===== src/hdl/kvt_pkg.sv =====
// Package with the shared types and constants of the compacting key/value table.
`default_nettype none

package kvt_pkg;

  localparam int KEY_BITS    = 16;
  localparam int VALUE_BITS  = 32;
  localparam int CAP_BITS    = 5;
  localparam int COUNT_BITS  = 5;
  localparam int DEPTH_DEF   = 16;
  localparam logic [CAP_BITS-1:0] CAP_RESET = 5'd16;

  typedef enum logic [1:0] {
    OP_ADD = 2'd0,
    OP_DEL = 2'd1,
    OP_UPD = 2'd2,
    OP_GET = 2'd3
  } op_e;

  typedef enum logic [2:0] {
    ST_OK       = 3'd0,
    ST_FULL     = 3'd1,
    ST_ADD_DUP  = 3'd2,
    ST_GET_MISS = 3'd3,
    ST_DEL_MISS = 3'd4,
    ST_UPD_MISS = 3'd5,
    ST_UPD_DUP  = 3'd6
  } status_e;

  typedef enum logic [1:0] {
    S_IDLE  = 2'd0,
    S_SCAN  = 2'd1,
    S_APPLY = 2'd2
  } state_e;

  typedef struct packed {
    op_e                   op;
    logic [KEY_BITS-1:0]   key;
    logic [KEY_BITS-1:0]   new_key;
    logic [VALUE_BITS-1:0] value;
  } in_t;

  typedef struct packed {
    status_e               status;
    logic [VALUE_BITS-1:0] read_value;
    logic [COUNT_BITS-1:0] entry_count;
  } out_t;

  typedef struct packed {
    logic                  vld;
    logic                  found;
    logic                  clash;
    logic [VALUE_BITS-1:0] rdval;
  } tok_t;

  typedef struct packed {
    logic                  add;
    logic                  upd;
    logic                  del;
    logic [KEY_BITS-1:0]   key;
    logic [KEY_BITS-1:0]   new_key;
    logic [VALUE_BITS-1:0] value;
  } cmd_t;

endpackage

`default_nettype wire


===== src/hdl/kvt_cell.sv =====
// One table slot: holds an entry, checks the passing search token and shifts on delete.
`default_nettype none

module kvt_cell (
  input  wire logic                          clk,
  input  wire logic                          rst,
  input  wire kvt_pkg::cmd_t                 cmd,
  input  wire logic                          live,
  input  wire logic                          live_next,
  input  wire logic                          add_here,
  input  wire logic [kvt_pkg::KEY_BITS-1:0]   key_next,
  input  wire logic [kvt_pkg::VALUE_BITS-1:0] value_next,
  input  wire kvt_pkg::tok_t                 tok_in,
  output kvt_pkg::tok_t                      tok_out,
  output logic [kvt_pkg::KEY_BITS-1:0]        key,
  output logic [kvt_pkg::VALUE_BITS-1:0]      value
);

  logic          match;
  logic          first;
  logic          clash_here;
  logic          hit;
  logic          past;
  kvt_pkg::tok_t tok_next;

  always_comb begin
    match      = live && (key == cmd.key);
    first      = match && !tok_in.found;
    clash_here = live && (key == cmd.new_key) && (key != cmd.key);
    tok_next.vld   = tok_in.vld;
    tok_next.found = tok_in.found || match;
    tok_next.clash = tok_in.clash || clash_here;
    tok_next.rdval = first ? value : tok_in.rdval;
  end

  always_ff @(posedge clk) begin
    if (rst) begin
      tok_out.vld <= 1'b0;
    end else begin
      tok_out.vld <= tok_next.vld;
    end
    tok_out.found <= tok_next.found;
    tok_out.clash <= tok_next.clash;
    tok_out.rdval <= tok_next.rdval;
    if (tok_in.vld) begin
      hit  <= first;
      past <= tok_next.found;
    end
    if (cmd.add && add_here) begin
      key   <= cmd.key;
      value <= cmd.value;
    end else if (cmd.upd && hit) begin
      key   <= cmd.new_key;
      value <= cmd.value;
    end else if (cmd.del && past && live_next) begin
      key   <= key_next;
      value <= value_next;
    end
  end

endmodule

`default_nettype wire


===== src/hdl/compacting_key_value_table.sv =====
// Top level of the compacting key/value table: control, cell row and result register.
// An item passes the start flag, each cell's token register and res before the output.
// A new input is taken only in the idle state, once the previous item has been applied.
// A new input transfer is taken while the previous result still waits at the output.
// Reset clears the entry count, the control state and sets capacity to 16.
// Stored entries are not cleared; slots at or above the count are never read.
`default_nettype none

module compacting_key_value_table #(
  parameter int DEPTH = kvt_pkg::DEPTH_DEF
) (
  input  wire logic                          clk,
  input  wire logic                          rst,
  input  wire logic                          in_valid,
  output logic                               in_ready,
  input  wire kvt_pkg::in_t                  in_data,
  output logic                               out_valid,
  input  wire logic                          out_ready,
  output kvt_pkg::out_t                      out_data,
  input  wire logic                          cfg_we,
  input  wire logic [kvt_pkg::CAP_BITS-1:0]   cfg_wdata
);

  localparam int CW = $clog2(DEPTH + 1);
  localparam int LW = (CW > kvt_pkg::CAP_BITS) ? CW : kvt_pkg::CAP_BITS;

  kvt_pkg::state_e               state;
  kvt_pkg::state_e               state_next;
  logic [kvt_pkg::CAP_BITS-1:0]   capacity;
  logic [CW-1:0]                 count;
  logic [CW-1:0]                 count_next;
  logic                          start;
  kvt_pkg::in_t                  q;
  kvt_pkg::tok_t                 res;
  kvt_pkg::cmd_t                 cmd;
  kvt_pkg::status_e              status;
  logic [kvt_pkg::VALUE_BITS-1:0] rd;
  logic                          commit;
  logic                          full;

  kvt_pkg::tok_t                 tok [DEPTH+1];
  logic [kvt_pkg::KEY_BITS-1:0]   key_a [DEPTH];
  logic [kvt_pkg::VALUE_BITS-1:0] value_a [DEPTH];
  logic [DEPTH-1:0]              live;
  logic [DEPTH-1:0]              add_here;

  assign in_ready = (state == kvt_pkg::S_IDLE);

  assign tok[0] = '{vld: start, found: 1'b0, clash: 1'b0, rdval: '0};

  for (genvar g = 0; g < DEPTH; g++) begin : g_cell
    localparam int NX = (g == DEPTH - 1) ? g : g + 1;
    logic live_nx;

    assign live[g]     = (count > CW'(g));
    assign add_here[g] = (count == CW'(g));
    assign live_nx     = (g == DEPTH - 1) ? 1'b0 : live[NX];

    kvt_cell u_cell (
      .clk        (clk),
      .rst        (rst),
      .cmd        (cmd),
      .live       (live[g]),
      .live_next  (live_nx),
      .add_here   (add_here[g]),
      .key_next   (key_a[NX]),
      .value_next (value_a[NX]),
      .tok_in     (tok[g]),
      .tok_out    (tok[g+1]),
      .key        (key_a[g]),
      .value      (value_a[g])
    );
  end

  always_comb begin
    full = (count >= CW'(DEPTH)) || (LW'(count) >= LW'(capacity));
    commit = (state == kvt_pkg::S_APPLY) && (!out_valid || out_ready);
    status = kvt_pkg::ST_OK;
    rd = '0;
    count_next = count;
    cmd.add = 1'b0;
    cmd.upd = 1'b0;
    cmd.del = 1'b0;
    cmd.key = q.key;
    cmd.new_key = q.new_key;
    cmd.value = q.value;
    case (q.op)
      kvt_pkg::OP_ADD: begin
        if (full) begin
          status = kvt_pkg::ST_FULL;
        end else if (res.found) begin
          status = kvt_pkg::ST_ADD_DUP;
        end else begin
          cmd.add = commit;
          count_next = count + 1'b1;
        end
      end
      kvt_pkg::OP_DEL: begin
        if (!res.found) begin
          status = kvt_pkg::ST_DEL_MISS;
        end else begin
          cmd.del = commit;
          count_next = count - 1'b1;
        end
      end
      kvt_pkg::OP_UPD: begin
        if (res.clash) begin
          status = kvt_pkg::ST_UPD_DUP;
        end else if (!res.found) begin
          status = kvt_pkg::ST_UPD_MISS;
        end else begin
          cmd.upd = commit;
        end
      end
      kvt_pkg::OP_GET: begin
        if (!res.found) begin
          status = kvt_pkg::ST_GET_MISS;
        end else begin
          rd = res.rdval;
        end
      end
      default: begin
        status = kvt_pkg::ST_OK;
      end
    endcase
  end

  always_comb begin
    state_next = state;
    case (state)
      kvt_pkg::S_IDLE: begin
        if (in_valid) state_next = kvt_pkg::S_SCAN;
      end
      kvt_pkg::S_SCAN: begin
        if (tok[DEPTH].vld) state_next = kvt_pkg::S_APPLY;
      end
      kvt_pkg::S_APPLY: begin
        if (commit) state_next = kvt_pkg::S_IDLE;
      end
      default: begin
        state_next = kvt_pkg::S_IDLE;
      end
    endcase
  end

  always_ff @(posedge clk) begin
    if (rst) begin
      state     <= kvt_pkg::S_IDLE;
      capacity  <= kvt_pkg::CAP_RESET;
      count     <= '0;
      start     <= 1'b0;
      out_valid <= 1'b0;
    end else begin
      state <= state_next;
      start <= in_valid && in_ready;
      if (cfg_we) capacity <= cfg_wdata;
      if (commit) begin
        count     <= count_next;
        out_valid <= 1'b1;
      end else if (out_ready) begin
        out_valid <= 1'b0;
      end
    end
  end

  always_ff @(posedge clk) begin
    if (in_valid && in_ready) q <= in_data;
    if (state == kvt_pkg::S_SCAN && tok[DEPTH].vld) res <= tok[DEPTH];
    if (commit) begin
      out_data.status      <= status;
      out_data.read_value  <= rd;
      out_data.entry_count <= kvt_pkg::COUNT_BITS'(count_next);
    end
  end

  a_count_range: assert property (@(posedge clk) disable iff (rst)
    count <= CW'(DEPTH))
    else $error("entry count above depth");

  a_count_change: assert property (@(posedge clk) disable iff (rst)
    !$stable(count) |-> $past(state) == kvt_pkg::S_APPLY)
    else $error("entry count changed outside of the apply step");

  a_token_scan: assert property (@(posedge clk) disable iff (rst)
    tok[DEPTH].vld |-> state == kvt_pkg::S_SCAN)
    else $error("search token arrived outside of the scan");

  a_result_source: assert property (@(posedge clk) disable iff (rst)
    $rose(out_valid) |-> $past(state) == kvt_pkg::S_APPLY)
    else $error("result appeared without an apply step");

endmodule

`default_nettype wire

===== config.mk =====
export PLATFORM = sky130hd
export DESIGN_NAME = compacting_key_value_table
export DESIGN_NICKNAME = d
export VERILOG_FILES = /design/src/hdl/kvt_pkg.sv /design/src/hdl/kvt_cell.sv /design/src/hdl/compacting_key_value_table.sv
export SDC_FILE = /design/constraint.sdc
export NUM_CORES = 2
export LEC_CHECK = 0
export BUFFER_PORTS_ARGS = -buffer_cell sky130_fd_sc_hd__buf_2
export CAP_MARGIN = 20
export CELL_PAD_IN_SITES_DETAIL_PLACEMENT = 0
export CELL_PAD_IN_SITES_GLOBAL_PLACEMENT = 1
export CORE_ASPECT_RATIO = 1.2
export CORE_MARGIN = 5
export CORE_UTILIZATION = 55
export CTS_BUF_LIST = sky130_fd_sc_hd__clkbuf_2
export CTS_CLUSTER_DIAMETER = 150
export CTS_CLUSTER_SIZE = 24
export DETAILED_ROUTE_END_ITERATION = 7
export PLACE_DENSITY = 0.86
export SLEW_MARGIN = 20
export SYNTH_ARGS = -nofsm -noshare
export SYNTH_HDL_FRONTEND = slang
export SYNTH_SLANG_ARGS = --single-unit
export TNS_END_PERCENT = 10

===== constraint.sdc =====
create_clock -name clk -period 7.28 [get_ports clk]
set_input_delay 0.728 -clock clk [delete_from_list [all_inputs] [get_ports clk]]
set_output_delay 0.728 -clock clk [all_outputs]
set_load 0.1 [all_outputs]

==> flow_summary_export.csv <==
group,metric,value,unit
outcome,status,"completed",
timing,report.final.slew_viol_count,0,
clock_network,path_clk_slew,0.46,ns
worst_setup_path,cp_max_fo,33,
place,io_buffer_count,117,
drt,drt_iter0_markers,3013,
place,gp_congestion,0.863,
timing,setup_viol,0,
worst_setup_path,path_cells,"ha_1 -> a211o_1 -> nor3_4 -> o2111a_1 -> a21o_2 -> o21bai_4 -> buf_4",
hold_path,min-delay-start,"rst",
timing,worst_pin_slew,1.11,ns
floorplan,start_util,55.2,%
logic_synthesis,syn_area,66900,um^2
grt,antenna_found_initial,3,
place,dp_hpwl,104,mm
power_and_ir_drop,seq_power_share,72.7,%
logic_synthesis,synth_edf_count,938,
drt,vias,36800,
timing,relSlewSlack,26.0,%
worst_setup_path,reg2reg_depth,7,
hold_path,whs_endpoint,"g_cell[13].u_cell.tok_out[34]",
logic_synthesis,ys_seq_elements,1512,
drt,routedWlPerCell,25.3,um
power_and_ir_drop,p_sw_share,22.4,%
grt,top_usage_layer,"met2",
finish,drive_above_1_share,27.1,%
grt,grtUsageTotal,24.8,%
worst_setup_path,crit_buf_inv,1,
floorplan,die_area,129000,um^2
logic_synthesis,synth_nets,4718,
clock_network,cts_buffer_depth,3,
finish,syn2layout_area_growth,5.35,%
worst_setup_path,critPathLaunchType,"register",
logic_synthesis,synth_area_leaders,"edfxtp_1 (42%), dfxtp_1 (17%), mux2_2 (8.4%)",
logic_synthesis,seq_area_frac_synth,59.3,%
logic_synthesis,synth.distinct_cells,66,
power_and_ir_drop,power.share.clock,23.6,%
worst_setup_path,ff2ff_setup_slack,2.18,ns
hold_path,hold_depth,3,
drt,vias_per_cell,5.74,
worst_setup_path,r2r-start,"count[4]",
grt,grt_max_degree,49,
finish,nets,4799,
worst_setup_path,max_stage_delay,0.93,ns
worst_setup_path,worstSetupEndpointType,"register",
worst_setup_path,rr_endpoint,"g_cell[5].u_cell.value[1]",
finish,final_area,70500,um^2
timing,finalSetupTns,0,ns
drt,firstDrtPassIters,6,
power_and_ir_drop,internal_power,0.00976,W
logic_synthesis,yosys.area.top_type,"edfxtp_1",
timing,rsz0062_at_grt,"no",
floorplan,ios,118,
worst_setup_path,cp.required,8.55,ns
grt,overflow,0,
power_and_ir_drop,power_frac_comb,3.7,%
run,drv_cap,0,
timing,finalHoldViolCount,0,
grt,use_met1,31.0,%
worst_setup_path,crit_family,"compound AO/OA/AOI/OAI gates",
power_and_ir_drop,p_per_area,178,nW/um^2
power_and_ir_drop,power.switching,0.00282,W
logic_synthesis,ys.flop_type,"edfxtp_1",
drt,drc_errors,0,
drt,wl,162,mm
logic_synthesis,yosysWarnings,0,
timing,fin_crit_sh,70.0,%
clock_network,insertion_delay,1.63,ns
grt,grt_pass1_wl,243,mm
power_and_ir_drop,p_leak,27.4,nW
power_and_ir_drop,peakVddDrop,0.170,mV
clock_network,numCtsBuffers,72,
logic_synthesis,syn_avg_cell_area,14.4,um^2
worst_setup_path,crit_type,"reg2reg",
grt,grt_use_met2,44.8,%
clock_network,cts-htree-levels,3,
clock_network,cts_root_buf,"clkbuf_2",
timing,post-route-min-period,5.10,ns
hold_path,hold_path_class,"in2reg",
timing,fmax,0.196,GHz
clock_network,post_cts_buffers,0,
floorplan,die_y,392,um
logic_synthesis,async_flop_share,0,%
place,placed_area,68100,um^2
grt,grtUsageMet3,2.75,%
drt,ant_nets,0,
power_and_ir_drop,power.total,0.0126,W
floorplan,die_w,328,um
worst_setup_path,cp.arrival,6.36,ns
clock_network,cts.sinks,1512,
floorplan,core,121000,um^2
floorplan,rows,140,
grt,grt_pass1_vias,38300,
logic_synthesis,syn_inst,4632,
clock_network,tritoncts,"done",
logic_synthesis,synth_top_area_share,42.1,%
worst_setup_path,cp_slowest_cell,"o2111a_1",
timing,finClkSkew,0.191,ns
-- power groups by stage --
stage	Combinational, W	Sequential (W)	Clock (W)
2_1_floorplan	0.000288	0.00923	0
3_3_place_gp	0.000384	0.00930	0
3_5_place_dp	0.000389	0.00930	0
4_1_cts	0.000457	0.00915	0.00305
5_1_grt	0.000487	0.00916	0.00336
6_report	0.000464	0.00915	0.00297
-- worst reg2reg max path: cells and delay by family (launching register included) --
kind | cells | cell delay (ns)
AO/OA/AOI/OAI | 4 | 2.45
AND/OR/NAND/NOR | 1 | 0.77
flip-flops | 1 | 0.74
buffers and inverters | 1 | 0.50
adder cells (fa/ha/maj) | 1 | 0.38
-- timing repair --
action                                  in CTS  in global routing
endpoints found under the setup margin       0                  0
hold buffers                               160                  0
hold endpoints to repair                   129                  0
gates resized for setup                      0                  0
-- kinds of logic after synthesis --
logic type / after synthesis / synth area share (%)
xor gates and xnor gates: 515 / 6.74
and+or+nand+nor: 659 / 5.00
adders and majority gates: 10 / 0.187
muxes: 1225 / 22.2
AOI/OAI and AO/OA: 341 / 3.13
buffers and inverters: 370 / 3.46
DFF: 1512 / 59.3
-- layer usage --
layer  wire [um]  part of all wire [%]
met2       83300                    51
met5           0                     0
met3        7570                   4.7
met1       65400                    40
met4        5880                   3.6
-- cell type report --
| cell class | count | area [um^2] |
|---|---|---|
| Fill cell | 9699 | 50700 |
| Tap cell | 1633 | 2040 |
| Clock buffer | 127 | 636 |
| Timing Repair Buffer | 362 | 2830 |
| Inverter | 15 | 56.3 |
| Sequential cell | 1512 | 39700 |
| Clock inverter | 5 | 76.3 |
| Antenna cell | 6 | 15.0 |
| Multi-Input combinational cell | 2750 | 25200 |
-- cell usage after synthesis, types with 8 or more instances --
| cell type | number |
|---|---|
| a21oi_1 | 175 |
| a31o_2 | 8 |
| a41o_1 | 10 |
| and2_1 | 70 |
| and3_1 | 9 |
| buf_1 | 24 |
| buf_12 | 15 |
| buf_2 | 63 |
| buf_4 | 41 |
| buf_6 | 55 |
| clkbuf_1 | 153 |
| dfxtp_1 | 574 |
| edfxtp_1 | 938 |
| ha_1 | 10 |
| inv_1 | 15 |
| mux2_1 | 110 |
| mux2_2 | 499 |
| mux2_4 | 370 |
| mux2i_1 | 246 |
| nand2_1 | 113 |
| nand2_2 | 18 |
| nand2b_1 | 19 |
| nand4_1 | 55 |
| nor2_1 | 203 |
| nor2b_1 | 23 |
| nor3_1 | 25 |
| nor4_1 | 92 |
| o2111ai_2 | 8 |
| o21ai_0 | 90 |
| o21bai_1 | 15 |
| or3_1 | 9 |
| xnor2_1 | 150 |
| xor2_1 | 365 |
-- worst max path at each step --
stage | start | slack [ns] | cells past startpoint | end
floorplan | out_valid | 1.78 | 5 | g_cell[3].u_cell.key[0]
global placement | count[4] | 2.25 | 8 | g_cell[0].u_cell.value[16]
detailed placement | count[4] | 2.22 | 7 | g_cell[5].u_cell.value[27]
CTS | count[4] | 2.21 | 7 | g_cell[5].u_cell.value[1]
finish | count[4] | 2.18 | 7 | g_cell[5].u_cell.value[1]
global route | count[4] | 1.82 | 7 | g_cell[5].u_cell.value[1]
-- flip-flops by register name, summed over array words and instances, names as in the netlist, 2 cells and up --
| name | count |
|---|---|
| cmd | 64 |
| count | 5 |
| g_cell.u_cell.key | 256 |
| g_cell.u_cell.past | 14 |
| out_data | 40 |
| capacity | 5 |
| g_cell.u_cell.tok_out | 560 |
| res | 34 |
| state | 2 |
| q | 2 |
| g_cell.u_cell.hit | 16 |
| g_cell.u_cell.value | 512 |
-- cells in the final DEF, fill, tap and decap left out, types with 69 or more instances in the layout --
cell           count
xor2_1           365
mux2_2           499
nor2_1           201
and2_1            69
nor4_1            92
buf_4             84
mux2_4           370
buf_2            117
a21oi_1          175
dlygate4sd3_1    160
dfxtp_1          574
mux2i_1          246
nand2_1          109
edfxtp_1         938
xnor2_1          150
o21ai_0           89
clkbuf_2         127
mux2_1           110
-- through the flow --
step	instances	hold slack, ns	util, %	setup WS, ns
global placement	6111	0.387	56.2	2.25
global route	6406	0.217	58.2	1.82
finish	6410	0.288	58.2	2.18
floorplan	4632	0.382	-	1.78
detailed placement	6111	0.389	56.2	2.22
CTS	6403	0.0975	58.1	2.21
No activity file was read; power rests on OpenSTA's default activity.
